==> config.mk <==
export PLATFORM = sky130hd
export DESIGN_NAME = brq_ram
export DESIGN_NICKNAME = d
export VERILOG_FILES = /design/src/brq_ram.sv
export SDC_FILE = /design/constraint.sdc
export NUM_CORES = 2
export LEC_CHECK = 0
export BUFFER_PORTS_ARGS = -buffer_cell sky130_fd_sc_hd__buf_2
export CORE_MARGIN = 2
export CORE_UTILIZATION = 30
export DETAILED_ROUTE_END_ITERATION = 12
export SLEW_MARGIN = 20
export SYNTH_ARGS = -nofsm -noshare
export SYNTH_HDL_FRONTEND = slang
export SYNTH_SLANG_ARGS = --single-unit
export TNS_END_PERCENT = 1
==> constraint.sdc <==
create_clock -name i_clk -period 12.9 [get_ports i_clk]
set_input_delay 1.935 -clock i_clk [delete_from_list [all_inputs] [get_ports i_clk]]
set_output_delay 1.935 -clock i_clk [all_outputs]
set_load 0.02 [all_outputs]
==> src/brq_ram.sv <==
module brq_ram #(
    parameter int WIDTH = 64,
    parameter int DEPTH = 64
) (
    input  logic                     i_clk,
    input  logic                     i_we,
    input  logic [$clog2(DEPTH)-1:0] i_waddr,
    input  logic [WIDTH-1:0]         i_wdata,
    input  logic                     i_re,
    input  logic [$clog2(DEPTH)-1:0] i_raddr,
    output logic [WIDTH-1:0]         o_rdata
);

    logic [WIDTH-1:0] r_mem [DEPTH];
    logic [WIDTH-1:0] r_rdata;

    always_ff @(posedge i_clk) begin
        if (i_we) begin
            r_mem[i_waddr] <= i_wdata;
        end
        if (i_re) begin
            r_rdata <= r_mem[i_raddr];
        end
    end

    assign o_rdata = r_rdata;

endmodule

# Yosys cells after proc, flatten, opt, wreduce, memory -nomap -nowiden
# Memory sizes are Yosys's and may differ from the RTL's. A register that Yosys moved wholly into a read port is not among the register bits.
# Cells that the tools add are included.
[op_classes]
addsub = 0
bitwise = 0
n_mux = 2
mul = 0
reduce_logical = 0
n_shift = 0
n_lt_le_gt_ge = 0
n_div = 0
n_eq_ne = 0
[op_table]
columns = ["operator", "n"]
rows = [
  ["$mux W1", 2],
]
[totals]
mem_count = 1
ff_bits = 0
ram_bits = 4096
output_inout_bits = 64
in_bits = 79
latch_bits = 0
rom_bits = 0
word_cells = 3
[mem_list]
columns = ["name", "words", "width", "rd", "rd_ports_with_merged_regs", "wr", "line_no", "source"]
rows = [
  ["r_mem", 64, 64, 1, 1, 1, "14", "logic [WIDTH-1:0] r_mem [DEPTH];"],
]

# Depth between registers and ports, before layout
[logic_depth]
word_depth = 2
ltp_mapped = 9
mapped_depth_nobuf = 5

# Worst setup path after synthesis
# OpenSTA, ideal clock, no wires.
[synth_path]
kind = "input-to-reg"
from = "in i_waddr[3]"
to = "mem r_mem[48][0], enable pin"
setup_slack_ns = 5.529
t_required_ns = 12.336
setup_time_ns = 0.564
arrival_ns = 6.807
n_path_buf = 1
cell_stages = 4
path_cell_list = "clkbuf_1 > nor2b_1 > nand4b_1 > nor3_1"
[synth_rtl]
columns = ["item", "line_no", "source"]
rows = [
  ["start: declaration", "7", "input logic [$clog2(DEPTH)-1:0] i_waddr,"],
  ["end: declaration", "14", ""],
]
# Straight into the memory's write port.

==> out/metrics.yaml <==
setup_tns_ns: 0
cts_setup_buffers: 0
crit_end: "o_rdata[45]"
dr_total_vias: 76100
rsz0062_at_grt: "false"
dpl.hpwl_um: 239000
final_cells: 14300
min_period_ns: 5.68
rows: 265
max_freq_mhz: 176
via_per_inst: 5.33
drc: 0
grt_pass1_wl_um: 623000
syn2layout_area_growth_pct: 14.8
dieHeight_um: 727
dr.pass1.iters: 5
drive_above_1_share: 0.281
endpoint_kind: "flop"
drtIter0Drc: 10200
wl_per_cell_um: 31.8
r2r_setup_slack_ns: 10.81
setup_slack_ns: 7.22
cts_made_buffers: 395
synth_cell_types: 32
critical_path.max_fanout: 113
finish.net_count: 7055
cp.depth: 9
setup_viol: 0
clk_latency_ns: 0.97
hold_viol_final: 0
cts-root-buf: "clkbuf_16"
ios: 143
synth_warnings: 0
cp.required_ns: 13.57
hp-class: "flop to flop"
worst-r2r-cell-count: 5
core_um2: 521000
die-area_um2: 529000
fin_skew_ns: 0.0551
path_cells: "buf_8, buf_12, buf_16, buf_4, buf_4, mux4_2, or3_1, a41oi_1, a211oi_1"
start_util: 0.301
tightest_slew_ns: 1.21
routed_wirelength_um: 454000
crit_slowest_cell: "buf_4"
crit_path_start_kind: "input pin"
p_leak_nw: 54.8
final_common_cell: "edfxtp_1"
crit_buf_inv: 5
holdPathStages: 4
cp_data_arrival_time_ns: 6.35
synth.net_count: 6677
timing.rr.start: "r_mem[13][10]"
post-place-cells: 13500
grt_overflow: 0
netlist_instances: 6598
timing.rr.end: "o_rdata[10]"
cap_violations: 0
grt_usage: 0.167
post-route-period-util: 0.441
path_clk_slew_ns: 0.06
htree_levels: 5
crit_family: "buffers and inverters"
cp_slowest_stage_delay_ns: 0.87
grt_pass1_vias: 76200
vdd.ir_drop.worst_uv: 114
portBuffers: 142
antenna_found_initial: 48
setup.worst_path.start: "i_raddr[2]"
power_density_nw_per_um2: 155
yosysSeqAreaShare: 0.796
place.gp.congestion: 0.765
slew_violations: 0
synth-seq-cells: 4160
path_class: "input pin to flop"
final_antenna_net_count: 0
cts_tree: "built"
clock-sinks: 4160
cts_buffer_depth: 4
die_w_um: 727
grt_max_degree: 135
syn_area_per_cell_um2: 23.8
ctsHoldBuffers: 0
maxSlewHeadroom: 0.190
dp_slack_ns: 6.41
crit_top_cell: "buf_4"
cts_resized: 0
synthesis.area_um2: 157000
mostFrequentLayoutCells: "edfxtp_1, mux4_2, clkbuf_16"
status: "finished clean"
==> worst register-to-register path: stages, from the launching register on <==
cell      delay, ns
edfxtp_1       0.37
mux4_2         0.46
nor2b_1        0.15
a211oi_1       0.34
o22ai_1        0.28
and3_1         0.24
==> where the power goes <==
part           switching, mW  internal, mW  leakage (nW)
sequential            0.0545          15.0          37.5
combinational          0.821         0.456          11.0
clock                   5.07          6.62          6.28
total                   5.94          22.1          54.8
==> cells in the mapped netlist <==
library cell	n	share of area
edfxtp_1	4160	0.80
o221ai_1	38	0.0021
nor3_1	2	0.000064
nand3b_1	2	0.000096
nor2b_1	28	0.0011
or3b_2	1	0.000056
a211oi_1	63	0.0030
buf_1	20	0.00048
a22oi_1	168	0.0080
a31oi_1	18	0.00072
nor2_1	112	0.0027
nand3_1	45	0.0014
a31o_1	1	0.000056
nand2_1	58	0.0014
a22o_1	88	0.0049
and2_1	3	0.00012
mux2i_1	135	0.0086
nand2b_1	11	0.00044
a2bb2oi_1	19	0.0011
buf_4	34	0.0016
o22ai_1	83	0.0033
and3_1	64	0.0026
buf_6	6	0.00043
or3_1	29	0.0012
nand4_1	2	0.000080
a41oi_1	26	0.0015
clkbuf_1	140	0.0033
mux4_2	1024	0.15
buf_2	170	0.0054
or2_2	28	0.0011
inv_1	19	0.00045
nand4b_1	1	0.000056
==> cells by family (layout without fill, tap and decap cells) <==
family / count (synthesis) / after routing / synth area share
flops: 4160 / 4160 / 0.796
mux: 1159 / 1159 / 0.156
other cells: 0 / 22 / 0
compound gates: 504 / 504 / 0.0247
simple gates: 386 / 386 / 0.0123
buf+inv: 389 / 1100 / 0.0118
==> flip-flops by register name, indices dropped and copies added (netlist names) <==
register	flops
r_mem	4096
o_rdata	64
==> per-stage QoR <==
| step | area, um^2 | power, mW | hold WS, ns | utilization |
|---|---|---|---|---|
| after detailed placement | 167000 | 16.6 | 0.901 | 0.321 |
| after global routing | 180000 | 28.7 | 0.947 | 0.346 |
| after floorplan | 157000 | 16.0 | 0.865 | - |
| final | 180000 | 28.0 | 0.925 | 0.346 |
| after global placement | 167000 | 16.6 | 0.905 | 0.320 |
| after CTS | 180000 | 28.2 | 0.918 | 0.346 |
==> cell type report <==
type | count | area (um^2)
Fill cell | 47400 | 341000
Timing Repair Buffer | 351 | 2760
Multi-Input combinational cell | 2049 | 30800
Antenna cell | 22 | 55.1
Clock buffer | 466 | 10300
Sequential cell | 4160 | 125000
Tap cell | 6942 | 8690
Inverter | 19 | 71.3
Clock inverter | 264 | 2740
==> worst min-delay path by stage <==
stage / startpoint / to / slack, ns
finish: r_mem[44][46] / o_rdata[46] / 0.92
global placement: r_mem[47][63] / o_rdata[63] / 0.91
detailed placement: r_mem[46][63] / o_rdata[63] / 0.90
CTS: r_mem[46][63] / o_rdata[63] / 0.92
global route: r_mem[47][44] / o_rdata[44] / 0.95
floorplan: r_mem[30][61] / o_rdata[61] / 0.86
==> routing by layer <==
metal  global-route usage  wire (um)  vias up
met4               0.0532      15500       24
met2                0.280     224000     3913
met1                0.223     178000    42000
li1                     -          -    29300
met5                    0        159        -
met3               0.0250      37100      749
No activity file was read; power rests on OpenSTA's default activity.
