--- config.mk ---
export PLATFORM = sky130hd
export DESIGN_NAME = brq_mod
export DESIGN_NICKNAME = d
export VERILOG_FILES = /design/src/brq_pkg.sv /design/src/brq_mod.sv
export SDC_FILE = /design/constraint.sdc
export NUM_CORES = 1
export LEC_CHECK = 0
export ABC_CLOCK_PERIOD_IN_PS = 2000
export BUFFER_PORTS_ARGS = -buffer_cell sky130_fd_sc_hd__buf_2
export CAP_MARGIN = 0
export CORE_ASPECT_RATIO = 0.6
export CORE_MARGIN = 10
export CORE_UTILIZATION = 50
export DETAILED_ROUTE_END_ITERATION = 10
export PLACE_DENSITY = 0.85
export RECOVER_POWER = 25
export SLEW_MARGIN = 5
export SYNTH_ARGS = -nofsm -noshare
export SYNTH_HDL_FRONTEND = slang
export SYNTH_SLANG_ARGS = --single-unit
export TNS_END_PERCENT = 30
--- constraint.sdc ---
create_clock -name i_clk -period 2 [get_ports i_clk]
set_input_delay 0.2 -clock i_clk [delete_from_list [all_inputs] [get_ports i_clk]]
set_output_delay 0.2 -clock i_clk [all_outputs]
set_load 0.02 [all_outputs]
--- src/brq_pkg.sv ---
package brq_pkg;

    localparam int QUEUE_DEPTH = 64;
    localparam int DEPTH_W     = $clog2(QUEUE_DEPTH);
    localparam int CNT_W       = $clog2(QUEUE_DEPTH + 1);

    localparam int OP_W     = 2;
    localparam int CONN_W   = 16;
    localparam int TIME_W   = 48;
    localparam int LEVEL_W  = 7;
    localparam int RND_W    = 16;
    localparam int STATUS_W = 2;
    localparam int ENTRY_W  = CONN_W + TIME_W;
    localparam int SUM_W    = ((CNT_W > LEVEL_W) ? CNT_W : LEVEL_W) + 1;
    localparam int STEP_W   = $clog2(RND_W);

    localparam logic [LEVEL_W-1:0] LIMIT_RESET = LEVEL_W'(64);

    typedef enum logic [OP_W-1:0] {
        OP_ADD       = 2'd0,
        OP_TAKE      = 2'd1,
        OP_DROP_OLD  = 2'd2,
        OP_DROP_RAND = 2'd3
    } t_op;

    typedef enum logic [STATUS_W-1:0] {
        STS_DONE  = 2'd0,
        STS_FULL  = 2'd1,
        STS_EMPTY = 2'd2
    } t_status;

    typedef enum logic [2:0] {
        S_IDLE,
        S_MOD,
        S_READ,
        S_CAPT,
        S_SHIFT,
        S_DONE
    } t_state;

    // circular step back by a distance smaller than the depth
    function automatic logic [DEPTH_W-1:0] slot_back(input logic [DEPTH_W-1:0] from,
                                                    input logic [DEPTH_W-1:0] back);
        logic [DEPTH_W:0] diff;
        diff = {1'b0, from} - {1'b0, back};
        if (from < back) begin
            diff = diff + (DEPTH_W+1)'(QUEUE_DEPTH);
        end
        return diff[DEPTH_W-1:0];
    endfunction

    function automatic logic [DEPTH_W-1:0] slot_next(input logic [DEPTH_W-1:0] from);
        logic [DEPTH_W-1:0] nxt;
        if (from == DEPTH_W'(QUEUE_DEPTH - 1)) begin
            nxt = '0;
        end else begin
            nxt = from + DEPTH_W'(1);
        end
        return nxt;
    endfunction

endpackage

--- src/brq_mod.sv ---
module brq_mod (
    input  logic                        i_clk,
    input  logic                        i_rst_n,
    input  logic                        i_start,
    input  logic [brq_pkg::RND_W-1:0]   i_dividend,
    input  logic [brq_pkg::CNT_W-1:0]   i_divisor,
    output logic                        o_done,
    output logic [brq_pkg::DEPTH_W-1:0] o_rem
);

    import brq_pkg::*;

    logic              r_busy;
    logic              r_done;
    logic [STEP_W-1:0] r_step;
    logic [RND_W-1:0]  r_dvd;
    logic [CNT_W-1:0]  r_dvs;
    logic [CNT_W-1:0]  r_rem;
    logic [CNT_W:0]    trial;
    logic [CNT_W:0]    n_rem;

    // restoring remainder, one dividend bit per cycle
    always_comb begin
        trial = {r_rem, r_dvd[RND_W-1]};
        if (trial >= {1'b0, r_dvs}) begin
            n_rem = trial - {1'b0, r_dvs};
        end else begin
            n_rem = trial;
        end
    end

    always_ff @(posedge i_clk) begin
        if (!i_rst_n) begin
            r_busy <= 1'b0;
            r_done <= 1'b0;
            r_step <= '0;
        end else begin
            r_done <= 1'b0;
            if (i_start) begin
                r_busy <= 1'b1;
                r_step <= '0;
            end else if (r_busy) begin
                r_step <= r_step + STEP_W'(1);
                if (r_step == STEP_W'(RND_W - 1)) begin
                    r_busy <= 1'b0;
                    r_done <= 1'b1;
                end
            end
        end
    end

    always_ff @(posedge i_clk) begin
        if (i_start) begin
            r_dvd <= i_dividend;
            r_dvs <= i_divisor;
            r_rem <= '0;
        end else if (r_busy) begin
            r_dvd <= {r_dvd[RND_W-2:0], 1'b0};
            r_rem <= n_rem[CNT_W-1:0];
        end
    end

    assign o_done = r_done;
    assign o_rem  = r_rem[DEPTH_W-1:0];

endmodule
# ---- Yosys cells after proc, flatten, opt, wreduce, memory -nomap -nowiden
# Cells that the tools add are included.
dict set report totals {
  out_inout_bits 7
  word_cells 22
  regBits 36
  input_bits 26
}
dict set report classes {
  bitwise_logic 2
  addsub 2
  n_mux 7
  eq_ne 1
  n_lt_le_gt_ge 1
  reduce_logical 3
}
# op count
set ops {}
lappend ops {{2-to-1 mux 16 bit} 2}
lappend ops {{greater-or-equal comparator 8 x 7 -> 1 bit} 1}
lappend ops {{2-to-1 mux 7 bit} 1}
lappend ops {{subtractor 7 bit} 1}
lappend ops {{adder 4 x 1 -> 4 bit, second input constant} 1}
lappend ops {{== test 4 bit, second input constant} 1}
lappend ops {{2-to-1 mux 1 bit} 4}
lappend ops {{OR reduction 3 bit} 1}
lappend ops {{NOT 1 bit} 2}
lappend ops {{nonzero test 2 bit} 1}
lappend ops {{OR reduction 2 bit} 1}

# ---- Depth between registers and ports, before layout
# Gate-level depths: netlist (run 1).
dict set report depth {
  depth_word 4
  depth_mapped 9
  ltp_nobuf 8
}

# ---- Worst setup path after synthesis (run 1)
# OpenSTA, ideal clock, no wires.
dict set report synth_timing {
  kind {register to register}
  start {register r_dvd[15]}
  end {register r_rem[2]}
  setup_time_ns 0.120
  path_stages_with_launch 10
  path_buffers 1
  setup_slack_ns 0.028
  synth_period_minus_slack_ns 1.972
  arrival_ns 1.852
  path_cell_list {edfxtp_1 inv_1 ha_1 inv_1 fa_1 a211oi_2 or3_1 buf_6 a311oi_1 a211o_1}
}
dict set report synth_via {
  elab_chain_len 2
}
# item line
set synth_lines {}
lappend synth_lines {{start, declared} brq_mod.sv:16} ;# logic [RND_W-1:0] r_dvd;
lappend synth_lines {{start signal, assigned} brq_mod.sv:54} ;# r_dvd <= i_dividend;
lappend synth_lines {{start signal, assigned} brq_mod.sv:58} ;# r_dvd <= {r_dvd[RND_W-2:0], 1'b0};
lappend synth_lines {{subtractor 7 bit or greater-or-equal comparator 8 x 7 -> 1 bit (tied branches)} {brq_mod.sv:26, brq_mod.sv:25}}
lappend synth_lines {{2-to-1 mux 7 bit (*)} brq_mod.sv:25} ;# if (trial >= {1'b0, r_dvs}) begin
lappend synth_lines {{end signal, assigned} brq_mod.sv:59} ;# r_rem <= n_rem[CNT_W-1:0];
lappend synth_lines {{end, declared} brq_mod.sv:18} ;# logic [CNT_W-1:0] r_rem;
# Every way passes the cells marked *; elsewhere a longest branch is shown, timed or not.
# A chain may end at the register's enable or synchronous reset.

# ---- Worst setup path after layout (run 1)
dict set report layout_timing {
  start {register r_dvs[0]}
  end {register r_rem[2]}
}
dict set report layout_via {
  elab_chain_len 2
}
# item line
set layout_lines {}
lappend layout_lines {{start, declared} brq_mod.sv:17} ;# logic [CNT_W-1:0] r_dvs;
lappend layout_lines {{start signal, assigned} brq_mod.sv:55} ;# r_dvs <= i_divisor;
lappend layout_lines {{subtractor 7 bit or greater-or-equal comparator 8 x 7 -> 1 bit (tied branches)} {brq_mod.sv:26, brq_mod.sv:25}}
lappend layout_lines {{2-to-1 mux 7 bit (*)} brq_mod.sv:25}
# Marks and branches as above.

==> results of run 1 <==
registers in the layout, indices dropped and copies added, names as in the netlist:
register  count
r_dvd        16
o_done        1
r_rem         7
r_step        4
r_busy        1
r_dvs         7
power by group:
group | leakage (nW) | switching, W | internal, W
registers | 0.336 | 0.0000284 | 0.000855
clock network | 0.0479 | 0.000267 | 0.000242
logic | 0.570 | 0.000168 | 0.000163
total | 0.954 | 0.000463 | 0.00126
layout by cell type, fill, tap and decap left out, drive strengths merged, types with 3 or more instances in the layout:
cell	instances
inv	12
mux2	15
clkinv	3
edfxtp	23
clkbuf	7
a311oi	4
nor3b	8
nand2	8
o21ai	6
ha	8
a41oi	4
nor2	13
dfxtp	13
a211oi	4
nand2b	4
buf	47
xnor2	3
kinds of logic (layout without fill, tap and decap cells):
| kind of cell | after synthesis | after routing | synth area share, % |
|---|---|---|---|
| AND/OR/NAND/NOR | 46 | 46 | 13.0 |
| multiplexers | 16 | 16 | 9.31 |
| XOR/XNOR | 5 | 5 | 2.28 |
| buffers and inverters | 25 | 69 | 6.44 |
| flip-flops | 36 | 36 | 49.5 |
| AO/OA/AOI/OAI | 33 | 33 | 13.2 |
| adder cells (fa/ha/maj) | 9 | 9 | 6.25 |
final cells by class:
| cell class | instances | share of cell area, % |
|---|---|---|
| timing repair buffer | 49 | 12.1 |
| sequential | 36 | 40.8 |
| clock inverter | 3 | 0.805 |
| tap | 47 | 2.52 |
| clock buffer | 5 | 2.95 |
| inverter | 12 | 2.04 |
| multi-input combinational | 109 | 38.8 |
timing repair:
action / 4_1_cts / 5_1_grt
setup buffers: 0 / 2
endpoints found under the setup margin: 5 / 6
pin swaps: 0 / 6
resized for setup: 1 / 13
through the flow:
stage               worst slack [ns]  hold slack, ns  utilization (%)  power (W)
floorplan                     0.0282           0.299                -    0.00109
global route                -0.00354          0.0691             63.4    0.00181
global placement              0.0732           0.376             59.1    0.00119
finish                        0.0638          0.0768             63.4    0.00172
detailed placement           -0.0287           0.378             59.1    0.00120
CTS                           0.0435          0.0682             61.6    0.00171
worst paths after layout:
| path | start | endpoint | slack [ns] | cells past startpoint |
|---|---|---|---|---|
| hold reg to reg | r_step[3]$_SDFFE_PP0P_ | o_done$_SDFF_PP0_ | 0.48 | 2 |
| hold / removal | i_divisor[3] | r_dvs[3]$_DFFE_PP_ | 0.08 | 1 |
| setup / recovery | r_dvs[0]$_DFFE_PP_ | r_rem[2]$_SDFFE_PP0P_ | 0.06 | 7 |
| setup reg to reg | r_dvs[0]$_DFFE_PP_ | r_rem[2]$_SDFFE_PP0P_ | 0.06 | 7 |
metal layers:
| metal | routed length (µm) | track usage (%) |
|---|---|---|
| met4 | 57 | 5.61 |
| met2 | 1730 | 16.7 |
| met3 | 456 | 6.63 |
| met1 | 1980 | 17.5 |
| met5 | 0 | 0 |
critical path: cells and delay by family, from the launching register on:
kind                     cells  cell delay (ns)
AND/OR/NAND/NOR              2             0.64
flip-flops                   1             0.42
adder cells (fa/ha/maj)      2             0.39
AO/OA/AOI/OAI                2             0.34
buffers and inverters        1             0.05
==> run_results.csv, run 1 <==
group,metric,value,unit
clock_tree,clkTransAtPathRegs,0.07,ns
place,place.gp.congestion,0.920,
drt,drtAntennaViolNets,0,
timing,slew_headroom,49.1,%
drt,viasPerCell,5.44,
cells_and_area,drive_gt1_share,41.1,%
timing,report.final.slew_viol_count,0,
hold_path,worstHoldPathType,"in2reg",
yosys,ys.flop_type,"edfxtp_1",
clock_tree,cts_made_buffers,5,
run,drv_cap,0,
clock_tree,clock_latency,0.29,ns
setup_path,arrival,2.12,ns
cells_and_area,multiInputGateArea,905,µm²
setup_path,slowest_delay,0.44,ns
clock_tree,h-tree-depth,2,
drt,drc_errors,0,
yosys,synth_cell_types,42,
power,ir_drop,0.000550,V
global_routing,grt_usage,12.9,%
timing,fmax,516,MHz
global_routing,first_global_vias,1395,
status,status,"complete, no violations",
clock_tree,clock_path_buffers,2,
yosys,yosysTopAreaCellShare,35.9,%
place,port_buffers,32,
global_routing,grt_max_degree,17,
timing,min_period_over_period,96.8,%
floorplan,coreArea,0.00368,mm²
cells_and_area,stdcell_count,261,
drt,drtIter0Drc,90,
yosys,ys_top_cells_by_area,"edfxtp_1 36%, dfxtp_1 14%, mux2_2 8.8%",
yosys,avgSynthCellArea,11.3,µm²
setup_path,endpoint_kind,"flip-flop",
cells_and_area,nets,248,
setup_path,worst-path-max-fanout,7,
floorplan,rows,17,
timing,hold_viol_final,0,
timing,min_period,1.94,ns
drt,routed_wl,4.22,mm
yosys,synth_cells,170,
floorplan,die_h,68.0,µm
place,dpl.cell_count,251,
cells_and_area,final.fill_count,312,
global_routing,grt_pass1_wl,6.89,mm
clock_tree,cts_tree,"built",
yosys,syn-num-nets,205,
cells_and_area,register_area,951,µm²
setup_path,crit_path_start_kind,"flip-flop",
place,placed_area,0.00217,mm²
yosys,yosysTopAreaCell,"edfxtp_1",
timing,setup_viol,0,
yosys,async_flop_share,0,%
drt,vias,1420,
setup_path,worstPathCellList,"ha_4 -> inv_4 -> fa_2 -> a211oi_2 -> or3_4 -> and3_4 -> a211o_1",
setup_path,cp_slowest_cell,"or3_4",
cells_and_area,synthToLayoutAreaGrowth,21.4,%
timing,worstMarginPinSlew,0.763,ns
timing,clock_skew,0.00241,ns
timing,rsz0062_at_grt,"yes",
clock_tree,cts_sinks,36,
yosys,synth_area,0.00192,mm²
place,dp_hpwl,3.21,mm
power,leakage,0.954,nW
drt,drt-wirelength-per-cell,16.2,µm
clock_tree,cts_hold_buf,0,
global_routing,antenna_found_initial,0,
global_routing,overflow,0,
drt,firstDrtPassIters,4,
setup_path,crit_required,2.18,ns
power,p_per_area,739,mW/mm²
yosys,ys_warn_count,0,
yosys,post-synth-top-count-cell,"edfxtp_1",
cells_and_area,final_area,0.00233,mm²
cells_and_area,antenna_cells,0,
timing,tns,0,ns
yosys,synthTopCellsByCount,"23 x edfxtp_1, 15 x mux2_2, 13 x dfxtp_1, 13 x nor2_1, 12 x inv_1",
setup_path,criticalPathCategory,"reg2reg",
floorplan,start_util,52.2,%
floorplan,fp.dieArea,0.00681,mm²
yosys,synth_edf_count,23,
yosys,ys_seq_elements,36,
floorplan,io_pins,33,
clock_tree,cts_root_buffer,"clkbuf_8",
yosys,ys_seq_area_share,49.5,%
floorplan,die_width,100,µm
(Power assumes the default switching activity.)
==> run 2, diff against run 1 <==
--- a/config.mk
+++ b/config.mk
@@ -12,8 +12,9 @@
 export CORE_MARGIN = 10
 export CORE_UTILIZATION = 50
 export DETAILED_ROUTE_END_ITERATION = 10
-export PLACE_DENSITY = 0.85
+export PLACE_DENSITY = 0.81
 export RECOVER_POWER = 25
+export SETUP_SLACK_MARGIN = 0.2
 export SLEW_MARGIN = 5
 export SYNTH_ARGS = -nofsm -noshare
 export SYNTH_HDL_FRONTEND = slang
==> run_results.csv, run 2 (same netlist as run 1, synthesis figures left out) <==
group,metric,value,unit
status,status,"complete, no violations",
cells_and_area,nets,252,
timing,setup_viol,0,
setup_path,worst-r2r-cell-count,7,
global_routing,grt_pass1_wl,6.79,mm
floorplan,fp.dieArea,0.00681,mm²
place,place.gp.congestion,0.880,
cells_and_area,largest_reg_flops,16,
cells_and_area,reg_top3,"r_dvd (16), r_dvs (7), r_rem (7)",
global_routing,grt_max_degree,28,
setup_path,criticalPathCategory,"reg2reg",
place,dp_hpwl,3.06,mm
drt,viasPerCell,5.43,
timing,fmax,518,MHz
clock_tree,clkTransAtPathRegs,0.07,ns
drt,drt-wirelength-per-cell,15.8,µm
power,ir_drop,0.000510,V
clock_tree,cts_hold_buf,0,
floorplan,io_pins,33,
cells_and_area,final.fill_count,293,
clock_tree,cts_made_buffers,5,
clock_tree,h-tree-depth,2,
place,port_buffers,32,
timing,worstMarginPinSlew,1.24,ns
timing,slew_headroom,17.3,%
timing,report.final.slew_viol_count,0,
cells_and_area,antenna_cells,0,
cells_and_area,synthToLayoutAreaGrowth,24.7,%
drt,drc_errors,0,
clock_tree,cts_sinks,36,
setup_path,worst-path-max-fanout,7,
hold_path,hold_path_end,"r_dvs[3]$_DFFE_PP_",
cells_and_area,register_area,951,µm²
global_routing,first_global_vias,1362,
floorplan,coreArea,0.00368,mm²
setup_path,worstReg2RegStart,"r_dvs[0]$_DFFE_PP_",
drt,drtIter0Drc,115,
cells_and_area,multiInputGateArea,923,µm²
cells_and_area,layout_commonest_cell,"buf_2",
global_routing,grt_usage,12.6,%
floorplan,die_h,68.0,µm
timing,min_period,1.93,ns
setup_path,rrSetupSlack,0.07,ns
timing,min_period_over_period,96.5,%
floorplan,start_util,52.2,%
cells_and_area,layout_common_cells,"30 x buf_2, 23 x edfxtp_1, 20 x buf_4",
timing,tns,0,ns
clock_tree,clock_latency,0.28,ns
clock_tree,clock_path_buffers,2,
cells_and_area,regMostFlops,"r_dvd",
global_routing,overflow,0,
setup_path,arrival,2.11,ns
hold_path,worstHoldPathType,"in2reg",
cells_and_area,drive_gt1_share,42.7,%
setup_path,endpoint_kind,"flip-flop",
setup_path,reg2reg_to,"r_rem[2]$_SDFFE_PP0P_",
hold_path,holdPathStages,1,
drt,firstDrtPassIters,4,
setup_path,crit_path_start_kind,"flip-flop",
cells_and_area,final_area,0.00240,mm²
hold_path,hold_start,"i_divisor[3]",
floorplan,rows,17,
power,p_per_area,776,mW/mm²
clock_tree,cts_tree,"built",
drt,drtAntennaViolNets,0,
timing,hold_viol_final,0,
setup_path,crit_required,2.18,ns
global_routing,antenna_found_initial,0,
power,leakage,0.977,nW
drt,vias,1439,
floorplan,die_width,100,µm
run,drv_cap,0,
timing,clock_skew,0.00307,ns
clock_tree,cts_root_buffer,"clkbuf_8",
drt,routed_wl,4.20,mm
place,placed_area,0.00218,mm²
timing,rsz0062_at_grt,"yes",
-- run 2: cell types whose count changed in the layout (fill, tap and decap cells not counted), sizes merged --
cell / delta
clkbuf: +2
clkinv: -2
bufinv: +1
buf: +3
-- run 2: metal layers --
metal | part of all wire, % | wire, µm | global-route usage [%] | vias to the layer above
li1 | - | - | - | 709
met3 | 3.8 | 160 | 2.91 | 10
met5 | 0 | 0 | 0 | -
met1 | 49 | 2070 | 16.7 | 681
met2 | 44 | 1870 | 19.8 | 39
met4 | 2.3 | 95 | 5.26 | 0
-- run 2: area by class of cell --
type / count / area share, %
clock buffer: 6 / 3.03
clock inverter: 2 / 1.46
inverter: 12 / 1.88
multi-input combinational: 109 / 38.5
sequential: 36 / 39.7
tap: 47 / 2.45
timing repair buffer: 53 / 13.0
-- run 2: metrics by stage --
step	setup slack [ns]	hold slack, ns	power (W)	util, %	instances
after floorplan	0.0481	0.299	0.00109	-	170
after detailed placement	-0.0438	0.378	0.00121	59.4	252
after global placement	0.0330	0.376	0.00120	59.4	252
after CTS	0.108	0.0794	0.00185	64.0	263
final	0.0693	0.0865	0.00186	65.1	265
after global routing	0.0156	0.0784	0.00193	65.1	265
-- run 2: what timing repair did --
item / in CTS / in global routing
endpoints found under the setup margin: 7 / 7
pin swaps: 7 / 5
setup buffers: 3 / 2
gates cloned: 0 / 0
gates resized for setup: 11 / 5
-- run 2: worst max-delay path by stage --
stage / from / to / slack [ns] / depth (start not counted)
2_1_floorplan: r_dvd[15]$_DFFE_PP_ / r_rem[2]$_SDFFE_PP0P_ / 0.05 / 9
3_3_place_gp: r_dvd[15]$_DFFE_PP_ / r_rem[0]$_SDFFE_PP0P_ / 0.03 / 8
3_5_place_dp: r_dvd[15]$_DFFE_PP_ / r_rem[4]$_SDFFE_PP0P_ / -0.04 / 9
4_1_cts: r_dvd[15]$_DFFE_PP_ / r_rem[6]$_SDFFE_PP0P_ / 0.11 / 9
5_1_grt: r_dvd[15]$_DFFE_PP_ / r_rem[4]$_SDFFE_PP0P_ / 0.02 / 9
6_report: r_dvs[0]$_DFFE_PP_ / r_rem[2]$_SDFFE_PP0P_ / 0.07 / 7
-- run 2: power breakdown --
group | total, W | internal [W] | leakage, nW | switching [W]
registers | 0.000877 | 0.000855 | 0.336 | 0.0000217
logic | 0.000362 | 0.000180 | 0.586 | 0.000182
clock network | 0.000621 | 0.000370 | 0.0552 | 0.000251
-- run 2: worst max-delay path, cell delays in order, from the launching register on --
cell and delay (ns):
edfxtp_1 0.42, ha_4 0.18, inv_2 0.05, fa_2 0.20, a211oi_2 0.08, or3_4 0.45, and3_4 0.20, a211o_1 0.25
